**config.mk**
```make
export PLATFORM = sky130hd
export DESIGN_NAME = triangle_fade_envelope_gain
export DESIGN_NICKNAME = d
export VERILOG_FILES = /design/src/rtl/core/tfeg_pkg.sv /design/src/rtl/core/tfeg_div.sv /design/src/rtl/core/triangle_fade_envelope_gain.sv
export VERILOG_INCLUDE_DIRS = /design/src /design/src/rtl/core
export SDC_FILE = /design/constraint.sdc
export NUM_CORES = 1
export LEC_CHECK = 0
export ABC_AREA = 1
export BUFFER_PORTS_ARGS = -buffer_cell sky130_fd_sc_hd__buf_2
export CAP_MARGIN = 20
export CORE_MARGIN = 1
export CORE_UTILIZATION = 58
export DETAILED_ROUTE_END_ITERATION = 12
export PLACE_DENSITY = 0.76
export SYNTH_ARGS = -nofsm -noshare
export SYNTH_HDL_FRONTEND = slang
export SYNTH_SLANG_ARGS = --single-unit
export TNS_END_PERCENT = 1
```
**constraint.sdc**
```tcl
create_clock -name i_clk -period 6.77 [get_ports i_clk]
set_clock_uncertainty 0.2 [all_clocks]
set_input_delay 1.0155 -clock i_clk [delete_from_list [all_inputs] [get_ports i_clk]]
set_output_delay 1.0155 -clock i_clk [all_outputs]
set_load 0.05 [all_outputs]
```
**src/rtl/core/triangle_fade_envelope_gain_defines.svh**
```systemverilog
// Assertion macros shared by the fade envelope RTL.
// Included by modules that carry concurrent checks; no other dependencies.
`ifndef TRIANGLE_FADE_ENVELOPE_GAIN_DEFINES_SVH
`define TRIANGLE_FADE_ENVELOPE_GAIN_DEFINES_SVH

// Same-cycle implication, disabled while reset is low.
`define TFEG_ASSERT_IMP(label, clk, rst_n, ante, cons, msg) \
    label: assert property (@(posedge clk) disable iff (!(rst_n)) (ante) |-> (cons)) \
        else $error(msg);

// Next-cycle implication, disabled while reset is low.
`define TFEG_ASSERT_NXT(label, clk, rst_n, ante, cons, msg) \
    label: assert property (@(posedge clk) disable iff (!(rst_n)) (ante) |=> (cons)) \
        else $error(msg);

`endif

```
**src/rtl/core/tfeg_pkg.sv**
```systemverilog
// Shared widths and reset values for the triangle fade envelope gain block.
// No dependencies; imported by tfeg_div and the top level.
`default_nettype none

package tfeg_pkg;

    localparam int FADE_W          = 17;   // ramp length register
    localparam int POS_W           = 17;   // envelope position counter
    localparam int SAMPLE_BITS_DEF = 16;

    localparam logic [FADE_W-1:0] FADE_RESET = 17'd22050;

endpackage

`default_nettype wire

```
**src/rtl/core/tfeg_div.sv**
```systemverilog
// Shared unsigned restoring divider, two quotient bits per cycle.
// Depends on tfeg_pkg for the divisor width.
`default_nettype none

module tfeg_div #(
    parameter int DIVIDEND_W = 32
) (
    input  wire logic                        i_clk,
    input  wire logic                        i_rst_n,
    input  wire logic                        i_start,
    input  wire logic [DIVIDEND_W-1:0]       i_dividend,
    input  wire logic [tfeg_pkg::FADE_W-1:0] i_divisor,
    output logic                             o_busy,
    output logic [DIVIDEND_W-1:0]            o_quotient
);
    import tfeg_pkg::*;

    localparam int DIV_W = DIVIDEND_W + (DIVIDEND_W % 2);
    localparam int STEPS = DIV_W / 2;
    localparam int CNT_W = (STEPS > 1) ? $clog2(STEPS) : 1;

    logic [FADE_W-1:0] r_rem;
    logic [FADE_W-1:0] n_rem;
    logic [DIV_W-1:0]  r_work;      // dividend bits shift out the top, quotient in the bottom
    logic [DIV_W-1:0]  n_work;
    logic [CNT_W-1:0]  r_cnt;
    logic              r_busy;

    logic [FADE_W:0]   t1;
    logic [FADE_W:0]   t2;
    logic [FADE_W-1:0] rem1;
    logic              q1;
    logic              q2;

    always_comb begin
        t1   = {r_rem, r_work[DIV_W-1]};
        q1   = (t1 >= {1'b0, i_divisor});
        rem1 = q1 ? FADE_W'(t1 - {1'b0, i_divisor}) : t1[FADE_W-1:0];
        t2   = {rem1, r_work[DIV_W-2]};
        q2   = (t2 >= {1'b0, i_divisor});
        n_rem  = q2 ? FADE_W'(t2 - {1'b0, i_divisor}) : t2[FADE_W-1:0];
        n_work = {r_work[DIV_W-3:0], q1, q2};
    end

    always_ff @(posedge i_clk) begin
        if (!i_rst_n) begin
            r_busy <= 1'b0;
            r_cnt  <= '0;
        end else if (i_start) begin
            r_busy <= 1'b1;
            r_cnt  <= CNT_W'(STEPS - 1);
        end else if (r_busy) begin
            if (r_cnt == '0) begin
                r_busy <= 1'b0;
            end else begin
                r_cnt <= r_cnt - CNT_W'(1);
            end
        end
    end

    always_ff @(posedge i_clk) begin
        if (i_start) begin
            r_rem  <= '0;
            r_work <= DIV_W'(i_dividend);
        end else if (r_busy) begin
            r_rem  <= n_rem;
            r_work <= n_work;
        end
    end

    assign o_busy     = r_busy;
    assign o_quotient = r_work[DIVIDEND_W-1:0];

endmodule

`default_nettype wire

```
**src/rtl/core/triangle_fade_envelope_gain.sv**
```systemverilog
// Triangle fade envelope gain: each stereo item is scaled by position/fade_samples,
// truncated toward zero and clamped; the position then ramps up and down between 0
// and fade_samples. Each item runs a multiply and a shared two-bit-per-cycle
// divider per channel, left then right. s_axis_tready is high only between items
// and drops while a fade_samples write is offered; writes are taken only between
// items. The finished result sits in an output register, so the next item can be
// taken while it waits. A fade_samples of zero gives zero outputs. Depends on
// tfeg_pkg and tfeg_div.
`default_nettype none

`include "triangle_fade_envelope_gain_defines.svh"

module triangle_fade_envelope_gain #(
    parameter int SAMPLE_BITS = tfeg_pkg::SAMPLE_BITS_DEF
) (
    input  wire logic                                  i_clk,
    input  wire logic                                  i_rst_n,
    // config: fade_samples
    input  wire logic                                  i_cfg_valid,
    output logic                                       o_cfg_ready,
    input  wire logic [tfeg_pkg::FADE_W-1:0]           i_cfg_data,
    // input items
    input  wire logic                                  s_axis_tvalid,
    output logic                                       s_axis_tready,
    // tdata, low to high: left_in, right_in, zero fill to bytes
    input  wire logic [((2*SAMPLE_BITS+7)/8)*8-1:0]    s_axis_tdata,
    // result items
    output logic                                       m_axis_tvalid,
    input  wire logic                                  m_axis_tready,
    // tdata, low to high: left_out, right_out, zero fill to bytes
    output logic [((2*SAMPLE_BITS+7)/8)*8-1:0]         m_axis_tdata
);
    import tfeg_pkg::*;

    localparam int TDATA_W = ((2*SAMPLE_BITS+7)/8)*8;
    localparam int MAG_W   = SAMPLE_BITS + POS_W - 1;
    localparam int PROD_W  = SAMPLE_BITS + POS_W;

    localparam logic [MAG_W-1:0] MAG_MAX_POS = MAG_W'({(SAMPLE_BITS-1){1'b1}});
    localparam logic [MAG_W-1:0] MAG_MAX_NEG = MAG_MAX_POS + MAG_W'(1);
    localparam logic [SAMPLE_BITS-1:0] SMP_MAX = {1'b0, {(SAMPLE_BITS-1){1'b1}}};
    localparam logic [SAMPLE_BITS-1:0] SMP_MIN = {1'b1, {(SAMPLE_BITS-1){1'b0}}};

    localparam logic [2:0] S_IDLE  = 3'd0;
    localparam logic [2:0] S_MUL_L = 3'd1;
    localparam logic [2:0] S_DIV_L = 3'd2;
    localparam logic [2:0] S_MUL_R = 3'd3;
    localparam logic [2:0] S_DIV_R = 3'd4;

    logic [2:0]             r_state;
    logic [2:0]             n_state;
    logic [FADE_W-1:0]      r_fade;
    logic [POS_W-1:0]       r_pos;
    logic [POS_W-1:0]       n_pos;
    logic                   r_falling;
    logic                   n_falling;
    logic                   r_out_valid;

    logic [SAMPLE_BITS-1:0] r_smp_l;
    logic [SAMPLE_BITS-1:0] r_smp_r;
    logic                   r_neg;
    logic [SAMPLE_BITS-1:0] r_res_l;
    logic [SAMPLE_BITS-1:0] r_out_l;
    logic [SAMPLE_BITS-1:0] r_out_r;

    logic [SAMPLE_BITS-1:0] cur_smp;
    logic [SAMPLE_BITS-1:0] cur_abs;
    logic [PROD_W-1:0]      prod_full;
    logic [MAG_W-1:0]       mul_mag;
    logic                   div_start;
    logic                   div_busy;
    logic [MAG_W-1:0]       div_quo;
    logic [SAMPLE_BITS-1:0] scaled;
    logic                   in_accept;
    logic                   out_free;
    logic                   out_load;

    function automatic logic [SAMPLE_BITS-1:0] clamp_q(
        input logic             neg,
        input logic [MAG_W-1:0] q,
        input logic             fade_zero
    );
        logic [MAG_W-1:0] nq;
        nq = ~q + MAG_W'(1);
        if (fade_zero) begin
            return '0;
        end else if (neg) begin
            return (q > MAG_MAX_NEG) ? SMP_MIN : nq[SAMPLE_BITS-1:0];
        end else begin
            return (q > MAG_MAX_POS) ? SMP_MAX : q[SAMPLE_BITS-1:0];
        end
    endfunction

    assign in_accept     = s_axis_tvalid && s_axis_tready;
    // a pending ramp-length write goes ahead of the next item
    assign s_axis_tready = (r_state == S_IDLE) && !i_cfg_valid;
    assign o_cfg_ready   = (r_state == S_IDLE);
    assign out_free      = !r_out_valid || m_axis_tready;
    assign out_load      = (r_state == S_DIV_R) && !div_busy && out_free;

    // magnitude times position; sign is reapplied after the divide
    assign cur_smp   = (r_state == S_MUL_L) ? r_smp_l : r_smp_r;
    assign cur_abs   = cur_smp[SAMPLE_BITS-1] ? (~cur_smp + SAMPLE_BITS'(1)) : cur_smp;
    assign prod_full = {{POS_W{1'b0}}, cur_abs} * {{SAMPLE_BITS{1'b0}}, r_pos};
    assign mul_mag   = prod_full[MAG_W-1:0];
    assign div_start = (r_state == S_MUL_L) || (r_state == S_MUL_R);
    assign scaled    = clamp_q(r_neg, div_quo, (r_fade == '0));

    tfeg_div #(
        .DIVIDEND_W (MAG_W)
    ) u_div (
        .i_clk      (i_clk),
        .i_rst_n    (i_rst_n),
        .i_start    (div_start),
        .i_dividend (mul_mag),
        .i_divisor  (r_fade),
        .o_busy     (div_busy),
        .o_quotient (div_quo)
    );

    always_comb begin
        n_state = r_state;
        case (r_state)
            S_IDLE:  if (in_accept) n_state = S_MUL_L;
            S_MUL_L: n_state = S_DIV_L;
            S_DIV_L: if (!div_busy) n_state = S_MUL_R;
            S_MUL_R: n_state = S_DIV_R;
            S_DIV_R: if (out_load) n_state = S_IDLE;
            default: n_state = S_IDLE;
        endcase
    end

    // envelope step: turn to falling at the top, back to rising at zero
    always_comb begin
        n_pos     = r_falling ? (r_pos - POS_W'(1)) : (r_pos + POS_W'(1));
        n_falling = r_falling;
        if ({{(POS_W > FADE_W ? 1 : FADE_W - POS_W + 1){1'b0}}, n_pos} >=
            {{(FADE_W > POS_W ? 1 : POS_W - FADE_W + 1){1'b0}}, r_fade}) begin
            n_falling = 1'b1;
        end
        if (n_pos == '0) begin
            n_falling = 1'b0;
        end
    end

    always_ff @(posedge i_clk) begin
        if (!i_rst_n) begin
            r_state     <= S_IDLE;
            r_fade      <= FADE_RESET;
            r_pos       <= '0;
            r_falling   <= 1'b0;
            r_out_valid <= 1'b0;
        end else begin
            r_state <= n_state;
            if (i_cfg_valid && o_cfg_ready) begin
                r_fade <= i_cfg_data;
            end
            if (out_load) begin
                r_pos       <= n_pos;
                r_falling   <= n_falling;
                r_out_valid <= 1'b1;
            end else if (m_axis_tready) begin
                r_out_valid <= 1'b0;
            end
        end
    end

    always_ff @(posedge i_clk) begin
        if (in_accept) begin
            r_smp_l <= s_axis_tdata[SAMPLE_BITS-1:0];
            r_smp_r <= s_axis_tdata[2*SAMPLE_BITS-1:SAMPLE_BITS];
        end
        if (div_start) begin
            r_neg <= cur_smp[SAMPLE_BITS-1];
        end
        if ((r_state == S_DIV_L) && !div_busy) begin
            r_res_l <= scaled;
        end
        if (out_load) begin
            r_out_l <= r_res_l;
            r_out_r <= scaled;
        end
    end

    assign m_axis_tvalid = r_out_valid;
    assign m_axis_tdata  = TDATA_W'({r_out_r, r_out_l});

    `TFEG_ASSERT_NXT(a_busy_after_accept, i_clk, i_rst_n, in_accept, !s_axis_tready,
        "item accepted but block still ready")
    `TFEG_ASSERT_IMP(a_div_in_div_state, i_clk, i_rst_n, div_busy,
        (r_state == S_DIV_L) || (r_state == S_DIV_R), "divider running outside a divide state")
    `TFEG_ASSERT_NXT(a_pos_steps_on_load, i_clk, i_rst_n, out_load,
        (r_pos != $past(r_pos)) && m_axis_tvalid, "result loaded without envelope step")
    `TFEG_ASSERT_IMP(a_no_fall_at_zero, i_clk, i_rst_n, r_falling, r_pos != '0,
        "falling with position at zero")

endmodule

`default_nettype wire
```
==> Implementation_results.wiki <==
{| class="wikitable"
! Metric !! Value
|-
| Run status || finished with violations
|-
| Violations in the final reports || setup timing
|-
| Clock Sinks || 174
|-
| Global placer's final weighted congestion || between 1 and 1.5
|-
| Rel. slew slack || 0.287
|-
| Routed via count || roughly 18000
|-
| Count of final max-slew check failures || 0
|-
| Share of power burned in combinational logic || 0.701
|-
| Endpoint required time on the critical path || between 6 and 7 ns
|-
| Hold buffer count at cts || 0
|-
| Startpoint class of the critical path || register
|-
| Number of iterations in the first detailed-routing pass || 5
|-
| Number of nets in the finished design || about 3100
|-
| Crit path max fanout || 5
|-
| Die outline width || 185 um
|-
| Number of enable-type register cells in the synthesized netlist || roughly 110
|-
| Kind of end point of the critical path || register
|-
| Maximum number of pins on one net before global-route repair || 44
|-
| Top_reg_cell synth || edfxtp_1
|-
| Internal Dissipation || ~0.0044 W
|-
| Count of port buffers added during placement || a little under 90
|-
| Leading cell types in the layout, fill and taps excluded || nand2_1, inv_1, nor2_1, fa_1, buf_4
|-
| Crit-path max cell delay || roughly 0.57 ns
|-
| Cell repeated most along the worst path || fa_1
|-
| Kind of critical path || reg -> reg
|-
| Number of inserted diodes || 0
|-
| Top-area cell type share of the netlist area || 0.217
|-
| Clock network power share || 0.107
|-
| Slowest-stage cell, CP || fa_1
|-
| Synthesis-to-layout area growth || 17.7%
|-
| H-tree levels || 4
|-
| Proportion of total power due to net switching || 0.511
|-
| Sequential cell fraction of total power || 0.192
|-
| Number of rows created at floorplan || 66
|-
| Max VDD drop || ~0.54 mV
|-
| TritonCTS clock tree || yes
|-
| Layout cells sized above 1 || 0.175
|-
| Sequential-to-total area share from yosys stat || 0.238
|-
| Drt wl/cell || 17.4 um
|-
| Mean area per synthesized cell || around 7.9 um^2
|-
| Starting density of the core || 0.593
|-
| Hold/Removal Path Class || reg -> reg
|-
| Wire length of the first global-routing pass || a little under 90 mm
|-
| Total negative slack for setup checks || -4.77 ns
|-
| Latest clock arrival within the worst-skew pair || approximately 0.46 ns
|-
| Total CTS buffers || 17
|-
| Post-synthesis cell count || between 2000 and 2500
|-
| Commonest non-fill, non-tap cell in the layout || nand2_1
|-
| Yosys warnings || 0
|-
| Number of violations reported at the end of detailed-routing iteration 0 || about 1500
|-
| Die H || around 180 um
|-
| Max-capacitance violation count || 0
|-
| Slew at the pin with the worst max-slew slack || 1.07 ns
|-
| Final-report setup violation count || 19
|-
| Syn_nets || 2889
|-
| IO Pins || 89
|-
| DR vias/cell || 5.55
|-
| Post-CTS clock slew at the launch and capture registers of the worst setup and hold paths || 0.07 ns
|-
| Post-detailed-routing wire length || 54.9 mm
|-
| Count of placed standard cells including taps || between 3000 and 4000
|-
| Number of antenna violations at the first check in global routing || 0
|-
| Number of distinct standard cells referenced by the synthesized netlist || 47
|-
| Remaining DRCs || 0
|-
| Final worst slack || -0.411 ns
|-
| Post-detailed-route count of antenna-violating nets || 0
|-
| Synth Cell Area || approximately 19000 um^2
|-
| Clock root buffer || clkbuf_16
|-
| Arrival time of the worst setup path || 7.20 ns
|-
| Vias in the first global route || 17500
|-
| Non-Filler Instances || 3159
|-
| Number of inserted filler cells in the final layout || roughly 2700
|-
| Global route total overflow || 0
|-
| Number of buffers between clock root and the deepest sink || 2
|-
| Highest achievable clock rate || 139 MHz
|-
| Final HPWL DP || between 40 and 50 mm
|-
| RSZ-0062 raised after global routing || true
|-
| Hold Fails Final Rpt || 0
|-
| Area used by multi-input combinational logic || 13400 um^2
|-
| Cell type contributing the most total cell area after synthesis || fa_1
|-
| Cell area power density || 395 nW/um^2
|-
| Die area || 34200 um^2
|-
| Register bit total from synthesis || 174
|-
| Total Routing Usage GR || 0.338
|-
| Proportion of register bits with asynchronous set or reset after synthesis || 0
|-
| Core box area || 32700 um^2
|-
| Total area of sequential cells || roughly 4600 um^2
|-
| Total power || approximately 0.009 W
|-
| Minimum period implied by the final worst setup slack || 7.18 ns
|-
| Final worst-path cycle share || 1.06
|-
| Power dissipated by switching net loads || between 0.004 and 0.005 W
|-
| Total leakage power || approximately 12 nW
|-
| Ranking of synthesized cells by area || fa_1, edfxtp_1, nand2_1, ha_1, inv_1
|}
[worst paths after layout]
check             slack, ns              endpoint  cells after the start        from
hold reg to reg        0.21            r_out_l[2]                      0  r_res_l[2]
setup reg to reg      -0.41  u_div.o_quotient[29]                     39  r_state[0]
setup / recovery      -0.41  u_div.o_quotient[29]                     39  r_state[0]
hold / removal         0.21            r_out_l[2]                      0  r_res_l[2]
[worst max-delay path, delay by kind of cell (launching register included)]
kind,cells,cell delay (ns)
and+or+nand+nor,20,2.04
DFF,1,0.35
AOI/OAI and AO/OA,2,0.21
buffers and inverters,9,0.77
adders and majority gates,8,3.38
[Yosys cell counts (2+ instances only)]
cell type,number
nand4_1,28
fa_1,210
nand3_1,119
a21oi_1,122
xnor2_1,26
o21ai_0,96
or2_2,11
xor2_1,29
nor2_1,222
nor4_1,9
nand3b_1,25
nor3_1,22
a31oi_1,14
ha_1,171
edfxtp_1,113
o21a_1,3
nand2_1,584
clkinv_1,8
nand2_2,10
nor2_4,3
a21boi_0,4
o31ai_1,2
clkbuf_1,38
o211ai_1,10
buf_2,9
nor3_2,2
o22ai_1,2
buf_4,2
o21bai_1,10
buf_1,8
a211oi_1,2
a21o_1,14
inv_1,424
o21ai_1,5
or2_1,8
a21oi_2,2
inv_2,17
dfxtp_1,61
[registers in the layout, summed over array words and instances (netlist names), 3 cells and up]
name / count
u_div.o_quotient: 32
r_fade: 17
r_pos: 17
u_div.r_rem: 17
r_out_l: 16
r_out_r: 16
r_res_l: 16
r_smp_l: 16
r_smp_r: 16
u_div.r_cnt: 4
r_state: 3
[power by group through the flow]
stage                     registers (W)  clock network [W]  logic [W]
final                           0.00173           0.000965    0.00632
after global routing            0.00176            0.00102    0.00696
after CTS                       0.00173           0.000980    0.00615
after detailed placement        0.00175                  0    0.00599
after global placement          0.00174                  0    0.00583
after floorplan                 0.00171                  0    0.00405
[cell families after synthesis]
kind of cell / share of synthesized area
AO/OA/AOI/OAI: 0.0829
flip-flops: 0.238
adder cells (fa/ha/maj): 0.327
AND/OR/NAND/NOR: 0.228
XOR/XNOR: 0.0248
buffers and inverters: 0.0995
[metrics by stage]
| step | setup slack, ns | utilization | hold WS [ns] | instance area, um^2 |
|---|---|---|---|---|
| 6_report | -0.411 | 0.698 | 0.215 | 22800 |
| 5_1_grt | -0.683 | 0.698 | 0.219 | 22800 |
| 4_1_cts | -0.400 | 0.693 | 0.219 | 22700 |
| 3_5_place_dp | -0.566 | 0.669 | 0.205 | 21900 |
| 3_3_place_gp | -0.397 | 0.669 | 0.201 | 21900 |
| 2_1_floorplan | -0.0164 | - | 0.200 | 19700 |
[what timing repair did]
| item | in CTS | in global routing |
|---|---|---|
| pin swaps | 31 | 19 |
| setup buffers | 11 | 0 |
| gates resized for setup | 46 | 38 |
| endpoints found under the hold margin | 0 | 0 |
| setup endpoints to repair | 22 | 24 |
[layout make-up]
type,instances,area share
multi-input combinational,1773,0.586
clock buffer,18,0.0188
timing repair buffer,289,0.0867
tap,442,0.0242
sequential,174,0.202
inverter,449,0.0754
clock inverter,14,0.00631
[per-layer routing]
layer | track usage | up-vias | part of all wire
li1 | - | 8271 | -
met1 | 0.447 | 8284 | 0.41
met2 | 0.550 | 807 | 0.46
met3 | 0.0549 | 186 | 0.084
met4 | 0.146 | 0 | 0.045
met5 | 0 | - | 0
(Power assumes the default switching activity.)
